==> src/src/touch_report_frame_parser_defines.svh <==
// assertion macros for the touch report frame parser
// used by src/touch_report_frame_parser.sv; no other dependencies
`ifndef TOUCH_REPORT_FRAME_PARSER_DEFINES_SVH
`define TOUCH_REPORT_FRAME_PARSER_DEFINES_SVH

`ifndef SYNTHESIS
`define TFP_ASSERT_SAME(lbl, clk_s, rstn_s, ante, cons) \
    lbl: assert property (@(posedge clk_s) disable iff (!rstn_s) (ante) |-> (cons)) \
        else $error("tfp assertion failed");
`define TFP_ASSERT_NEXT(lbl, clk_s, rstn_s, ante, cons) \
    lbl: assert property (@(posedge clk_s) disable iff (!rstn_s) (ante) |=> (cons)) \
        else $error("tfp assertion failed");
`else
`define TFP_ASSERT_SAME(lbl, clk_s, rstn_s, ante, cons)
`define TFP_ASSERT_NEXT(lbl, clk_s, rstn_s, ante, cons)
`endif

`endif

==> src/src/tfp_pkg.sv <==
// shared constants and types for the touch report frame parser
// no dependencies
`default_nettype none

package tfp_pkg;

    localparam logic [7:0] HDR_BYTE     = 8'hAA;
    localparam logic [7:0] STAT_TOUCH   = 8'h73;
    localparam logic [7:0] STAT_RELEASE = 8'h72;

    typedef enum logic [3:0] {
        POS_TRAIL_LAST = 4'd1,
        POS_TRAIL_3    = 4'd2,
        POS_TRAIL_2    = 4'd3,
        POS_TRAIL_1    = 4'd4,
        POS_Y_LOW      = 4'd5,
        POS_Y_HIGH     = 4'd6,
        POS_X_LOW      = 4'd7,
        POS_X_HIGH     = 4'd8,
        POS_STATUS     = 4'd9,
        POS_HUNT       = 4'd10
    } pos_t;

endpackage

`default_nettype wire

==> src/src/touch_report_frame_parser.sv <==
// touch report frame parser: parses ten-byte touch panel reports byte by byte
// depends on tfp_pkg and touch_report_frame_parser_defines.svh
//
// One result transaction per received byte, carrying the published touch status,
// the latched x and y coordinates and a frame-done mark for the y-low byte.
// A byte is taken in the cycle it is offered, one byte per clock, whenever the
// result register is empty or is being drained in the same cycle; the result
// appears in the cycle after the byte is taken. Frames start with header 0xAA;
// status 0x73 marks a pending touch, 0x72 clears pending and published status.
`default_nettype none
`include "touch_report_frame_parser_defines.svh"

module touch_report_frame_parser
    import tfp_pkg::*;
(
    input  wire logic        clk,
    input  wire logic        rst_n,
    input  wire logic [7:0]  rx_byte,
    input  wire logic        in_valid,
    output logic             in_ready,
    output logic             touched,
    output logic [15:0]      x_coord,
    output logic [15:0]      y_coord,
    output logic             frame_done,
    output logic             out_valid,
    input  wire logic        out_ready
);

    pos_t        pos_reg, pos_next;
    logic        pending_reg, pending_next;
    logic        touched_status_reg, touched_status_next;
    logic [7:0]  x_high_reg, x_high_next;
    logic [7:0]  x_low_reg, x_low_next;
    logic [7:0]  y_high_reg, y_high_next;
    logic [7:0]  y_low_reg, y_low_next;
    logic        done_next;

    logic        out_valid_reg;
    logic        touched_out_reg;
    logic [15:0] x_out_reg;
    logic [15:0] y_out_reg;
    logic        done_out_reg;

    logic        in_accept;

    assign in_ready  = !out_valid_reg || out_ready;
    assign in_accept = in_valid && in_ready;

    always_comb
    begin
        pos_next            = pos_reg;
        pending_next        = pending_reg;
        touched_status_next = touched_status_reg;
        x_high_next         = x_high_reg;
        x_low_next          = x_low_reg;
        y_high_next         = y_high_reg;
        y_low_next          = y_low_reg;
        done_next           = 1'b0;
        unique case (pos_reg)
            POS_HUNT:
            begin
                if (rx_byte == HDR_BYTE)
                begin
                    pos_next = POS_STATUS;
                end
                else
                begin
                    pending_next = 1'b0;
                end
            end
            POS_STATUS:
            begin
                if (rx_byte == STAT_TOUCH)
                begin
                    pending_next = 1'b1;
                end
                else if (rx_byte == STAT_RELEASE)
                begin
                    pending_next        = 1'b0;
                    touched_status_next = 1'b0;
                end
                pos_next = POS_X_HIGH;
            end
            POS_X_HIGH:
            begin
                x_high_next = rx_byte;
                pos_next    = POS_X_LOW;
            end
            POS_X_LOW:
            begin
                x_low_next = rx_byte;
                pos_next   = POS_Y_HIGH;
            end
            POS_Y_HIGH:
            begin
                y_high_next = rx_byte;
                pos_next    = POS_Y_LOW;
            end
            POS_Y_LOW:
            begin
                y_low_next          = rx_byte;
                touched_status_next = pending_reg;
                done_next           = 1'b1;
                pos_next            = POS_TRAIL_1;
            end
            POS_TRAIL_1:    pos_next = POS_TRAIL_2;
            POS_TRAIL_2:    pos_next = POS_TRAIL_3;
            POS_TRAIL_3:    pos_next = POS_TRAIL_LAST;
            POS_TRAIL_LAST: pos_next = POS_HUNT;
            default:
            begin
                pos_next     = POS_HUNT;
                pending_next = 1'b0;
            end
        endcase
    end

    always_ff @(posedge clk or negedge rst_n)
    begin
        if (!rst_n)
        begin
            pos_reg            <= POS_HUNT;
            pending_reg        <= 1'b0;
            touched_status_reg <= 1'b0;
            x_high_reg         <= 8'd0;
            x_low_reg          <= 8'd0;
            y_high_reg         <= 8'd0;
            y_low_reg          <= 8'd0;
            out_valid_reg      <= 1'b0;
        end
        else
        begin
            if (in_accept)
            begin
                pos_reg            <= pos_next;
                pending_reg        <= pending_next;
                touched_status_reg <= touched_status_next;
                x_high_reg         <= x_high_next;
                x_low_reg          <= x_low_next;
                y_high_reg         <= y_high_next;
                y_low_reg          <= y_low_next;
                out_valid_reg      <= 1'b1;
            end
            else if (out_ready)
            begin
                out_valid_reg <= 1'b0;
            end
        end
    end

    // result register
    always_ff @(posedge clk)
    begin
        if (in_accept)
        begin
            touched_out_reg <= touched_status_next;
            x_out_reg       <= {x_high_next, x_low_next};
            y_out_reg       <= {y_high_next, y_low_next};
            done_out_reg    <= done_next;
        end
    end

    assign out_valid  = out_valid_reg;
    assign touched    = touched_out_reg;
    assign x_coord    = x_out_reg;
    assign y_coord    = y_out_reg;
    assign frame_done = done_out_reg;

    `TFP_ASSERT_SAME(a_done_after_y_low, clk, rst_n,
        out_valid_reg && done_out_reg, pos_reg == POS_TRAIL_1)
    `TFP_ASSERT_NEXT(a_bad_header_clears, clk, rst_n,
        in_accept && pos_reg == POS_HUNT && rx_byte != HDR_BYTE, !pending_reg)
    `TFP_ASSERT_NEXT(a_release_clears, clk, rst_n,
        in_accept && pos_reg == POS_STATUS && rx_byte == STAT_RELEASE,
        !pending_reg && !touched_status_reg)
    `TFP_ASSERT_SAME(a_result_matches_state, clk, rst_n,
        out_valid_reg, touched_out_reg == touched_status_reg
        && x_out_reg == {x_high_reg, x_low_reg} && y_out_reg == {y_high_reg, y_low_reg})

endmodule

`default_nettype wire
==> config.mk <==
export PLATFORM = sky130hd
export DESIGN_NAME = touch_report_frame_parser
export DESIGN_NICKNAME = d
export VERILOG_FILES = /design/src/src/tfp_pkg.sv /design/src/src/touch_report_frame_parser.sv
export VERILOG_INCLUDE_DIRS = /design/src /design/src/src
export SDC_FILE = /design/constraint.sdc
export NUM_CORES = 1
export LEC_CHECK = 0
export BUFFER_PORTS_ARGS = -buffer_cell sky130_fd_sc_hd__buf_2
export CAP_MARGIN = 20
export CORE_MARGIN = 3
export CORE_UTILIZATION = 40
export CTS_CLUSTER_DIAMETER = 100
export CTS_CLUSTER_SIZE = 25
export DETAILED_ROUTE_END_ITERATION = 10
export PLACE_DENSITY = 0.6
export SLEW_MARGIN = 15
export SYNTH_ARGS = -nofsm -noshare
export SYNTH_HDL_FRONTEND = slang
export SYNTH_SLANG_ARGS = --single-unit
==> constraint.sdc <==
create_clock -name clk -period 2.7 [get_ports clk]
set_input_delay 0.27 -clock clk [delete_from_list [all_inputs] [get_ports clk]]
set_output_delay 0.27 -clock clk [all_outputs]
set_load 0.01 [all_outputs]
# After elaboration in Yosys (flattened, before gate mapping)
# Cells that the tools add are included.
# word_totals
reg_bits	73
latchBits	0
ramBits	0
rom_bits	0
in_bits	12
output_inout_bits	36
word_cells	52
n_memories	0
# op_classes
add_sub_neg	0
mul	0
div	0
n_lt_le_gt_ge	0
eq_ne	16
n_shift	0
muxes	16
bitwise_logic	1
reduce_logical	7
# ops
op	count
4-bit case mux with 9 select lines	1
8-bit two-way mux	4
4-bit by 3-bit == test with 1-bit output, second input constant	4
8-bit by 7-bit == test with 1-bit output, second input constant	2
4-bit == test, second input constant	3
4-bit by 2-bit == test with 1-bit output, second input constant	2
8-bit == test, second input constant	1
1-bit two-way mux	8
8-bit OR reduction	1
4-bit by 1-bit == test with 1-bit output, second input constant	1
4-bit two-way mux	1
2-bit inequality test, second input constant	2
4-bit AND reduction	1
3-bit inequality test, second input constant	1
1-bit case mux with 3 select lines	1
1-bit case mux with 2 select lines	1
2-bit AND reduction	1
2-bit nonzero test	1
1-bit logical AND	1
1-bit zero test	1
1-bit logical OR	1
1-bit inverter	1

# Depth between registers and ports, before layout
# logic_depth
word_depth	4
ltp_mapped	6
mapped_depth_nobuf	4

# Worst setup path after synthesis
# No wires, ideal clock.
# synth_path
path_kind	reg2reg
from	reg out_valid_reg, in the netlist out_valid
to	reg pos_reg[2]
setup_ns	0.121
arrival_time_ns	1.825
required_time_ns	2.579
slack_ns	0.754
stages_incl_launch_ff	7
path_buffers	2
synth_period_minus_slack_ns	1.946
cell_sequence	dfrtp_1 nand2b_1 and2_1 clkbuf_1 buf_2 o21ai_0 a22o_1
# synth_via
elab_chain_cells	4
# synth_lines
element	line_no	rtl
start, declared	touch_report_frame_parser.sv:38	logic out_valid_reg;
start signal, assigned	touch_report_frame_parser.sv:129	out_valid_reg <= 1'b0;
start signal, assigned	touch_report_frame_parser.sv:142	out_valid_reg <= 1'b1;
start signal, assigned	touch_report_frame_parser.sv:146	out_valid_reg <= 1'b0;
1-bit zero test	touch_report_frame_parser.sv:46	assign in_ready = !out_valid_reg || out_ready;
1-bit logical OR	touch_report_frame_parser.sv:46	
named net in_ready	touch_report_frame_parser.sv:20	output logic in_ready,
1-bit logical AND	touch_report_frame_parser.sv:47	assign in_accept = in_valid && in_ready;
named net in_accept	touch_report_frame_parser.sv:44	logic in_accept;
2-bit AND reduction (no source line)	-	
end signal, assigned	touch_report_frame_parser.sv:135	pos_reg <= pos_next;
end, declared	touch_report_frame_parser.sv:29	pos_t pos_reg, pos_next;
# The timed path passes the listed nets, and every way through them passes these cells.
# A chain may end at the register's enable or synchronous reset.

# Final worst setup path
# layout_path
from	reg pos_reg[3]
to	reg x_high_reg[5]
# layout_via
elab_chain_cells	2
# layout_lines
element	line_no	rtl
4-bit == test	touch_report_frame_parser.sv:59	unique case (pos_reg)
8-bit two-way mux	touch_report_frame_parser.sv:59	
named net x_high_next[5]	touch_report_frame_parser.sv:32	logic [7:0] x_high_reg, x_high_next;
end signal, assigned	touch_report_frame_parser.sv:138	x_high_reg <= x_high_next;
end, declared	touch_report_frame_parser.sv:32	
# The timed path passes the listed nets, and every way through them passes these cells.

==> results.txt <==
layout cells sized above 1 = 0.5375
Clock Skew = 4.721 ps
# rows = 31
DR iter-0 viols = 57
crit-path max cell delay = 580 ps
Synth Area per Inst = 15.84 µm²
Vias = 1758
final hold violation count = 0
sequential-to-total area share from yosys stat = 0.6438
initial antenna violation count = 0
global-route wire length before repair = 9135 µm
CTS tree = built
async set-reset flop share out of synthesis = 0.5342
TritonRoute pass-1 iters = 4
starting density of the core = 0.4192
htree depth = 3
Required @ worst endpoint = 2920 ps
Rel. slew slack = 0.4050
global route total overflow = 0
cell mode on critical path = mux2_2
die width = 94.11 µm
ys flop type = dfrtp_1
Num CTS Buffers = 9
post-CTS sizing = 0
largest net degree at the start of global routing = 40
CP Launch Type = flip-flop
Post-synth EDFFs = 34
Filler Cells Inserted = 663
clk_lat worst skew = 340 ps
drt via density = 4.994
post-synthesis cell area = 0.003105 mm²
post-CTS repair timing setup buffer count = 0
post-layout net count = 260
Die Y = 94.11 µm
gpl congestion = 0.7339
vias in the first global route = 1747
final worst path period share = 0.7680
n_diodes = 0
Peak VDD IR = 474.9 µV
FMAX = 482.3 MHz
CP Buf/Inv Count = 0
Root Buffer = clkbuf_8
Max Root-Sink Buffers = 2
Post-CTS Hold Fix Bufs = 0
drt wl/cell = 15.73 µm
Setup violations, final = 0
pwr dens = 905.0 mW/mm²
Tmin final = 2074 ps
crit path cell chain = nor2b_1 > and2_1 > mux2_2 > mux2_2
dpl ws = 626.3 ps
post-detail-place hpwl = 3633 µm
PortBufs = 47
CP delay by family, top = simple AND/OR/NAND/NOR gates
Setup CP Type = flip-flop to flip-flop
P_leak = 1.581 nW
flops & latches, synth = 73
post-synth cell types = 39
Post-Syn Nets = 208
Remaining DRCs = 0
worst slew pin tran = 892.5 ps
hold crit path type = primary input to async pin
Post-Route WL = 5538 µm
Ports = 48
maxcap violations = 0
fin cells = 352
crit path DAT = 2300 ps
Placed Cells = 336
unrepaired setup endpoints after global routing = no
final antenna-violating net count = 0
setup TNS = 0 ps
Critical Path End Type = flip-flop
Core ar. = 0.007408 mm²
Final WS setup = 626.4 ps
Yosys warnings = 0
worst-path maximum fanout = 10
Clock Pin Slew Worst Setup and Hold Paths = 70 ps
clock sink count = 73
Synth-to-Final Area Change = 16.80%
status = completed
global-route usage over all layers = 0.1406
Pwr Total = 0.003283 W
Total Die Area = 0.008857 mm²
Slew Limit Fails = 0
Synth Instances = 196
Slowest cell on crit path = dfstp_2
[where the power goes]
group	total (W)	internal [W]	switching, W	leakage [nW]
Sequential	0.00170	0.00154	0.000163	0.838
Combinational	0.000788	0.000446	0.000342	0.647
Clock	0.000793	0.000416	0.000377	0.0962
Total	0.00328	0.00240	0.000882	1.58
[synthesized netlist by cell type, drive strengths merged (3+ instances only)]
master,instances,area share
mux2,64,0.23
dfrtp,37,0.30
edfxtp,34,0.33
buf,9,0.016
a21oi,5,0.0081
o21ai,5,0.0081
nand2,4,0.0056
nand2b,4,0.0081
or3,3,0.0077
[per-stage QoR]
stage / instance area, µm² / utilization / hold slack [ps]
detailed placement: 3442 / 0.4646 / 463.2
finish: 3627 / 0.4896 / 57.43
floorplan: 3105 / - / -25.59
global placement: 3442 / 0.4646 / 469.5
CTS: 3627 / 0.4896 / 80.04
global route: 3627 / 0.4896 / 125.4
[layer usage]
metal | track usage | routed length (µm)
met5 | 0 | 0
met4 | 0.05054 | 80
met1 | 0.1850 | 2527
met2 | 0.2147 | 2641
met3 | 0.04968 | 288
[placed cells by master, fill, tap and decap left out, drive strengths merged]
| cell | n |
|---|---|
| o21ai | 5 |
| a41oi | 1 |
| nand2b | 4 |
| nor2b | 1 |
| mux2 | 64 |
| a32o | 2 |
| edfxtp | 34 |
| or4bb | 2 |
| clkbuf | 9 |
| o21bai | 1 |
| nor4 | 1 |
| xnor2 | 1 |
| dfrtp | 37 |
| dfstp | 2 |
| nand3 | 2 |
| o31a | 1 |
| nor3 | 2 |
| nor2 | 2 |
| o211a | 1 |
| a21oi | 5 |
| nand2 | 4 |
| and2 | 2 |
| and3 | 1 |
| inv | 2 |
| a22o | 1 |
| clkinv | 5 |
| or3 | 3 |
| o2111ai | 1 |
| nor3b | 1 |
| a31oi | 1 |
| and2b | 1 |
| clkinvlp | 1 |
| buf | 51 |
| nand3b | 1 |
| bufinv | 1 |
[path summary, 6_finish.rpt]
kind | start | to | slack, ps | depth (start not counted)
setup / recovery | pos_reg[3] | x_high_reg[5] | 630 | 4
hold / removal | rst_n | x_high_reg[7] | 60 | 1
setup reg to reg | pos_reg[3] | x_high_reg[5] | 630 | 4
hold reg to reg | touched_status_reg | touched_status_reg | 500 | 1
max in group asynchronous | rst_n | y_high_reg[2] | 2090 | 1
min in group clk | in_valid | out_valid | 150 | 2
[kinds of logic (layout without fill, tap and decap cells)]
logic type,after synthesis,after routing,synth area share
compound gates,19,19,0.04150
flops,73,73,0.6438
mux,64,64,0.2321
xor+xnor,1,1,0.002821
buf+inv,12,69,0.01974
simple gates,27,27,0.06004
[area by class of cell]
class,count,area (µm²),area share
clock buffers,9,123.9,0.03415
clock inverters,7,61.31,0.01690
inverters,2,7.507,0.002070
multi-input cells,111,1046,0.2884
flip-flops and latches,73,1999,0.5512
well taps,99,123.9,0.03415
repair buffers,51,265.3,0.07313
Power figures use the tool's default switching activity.
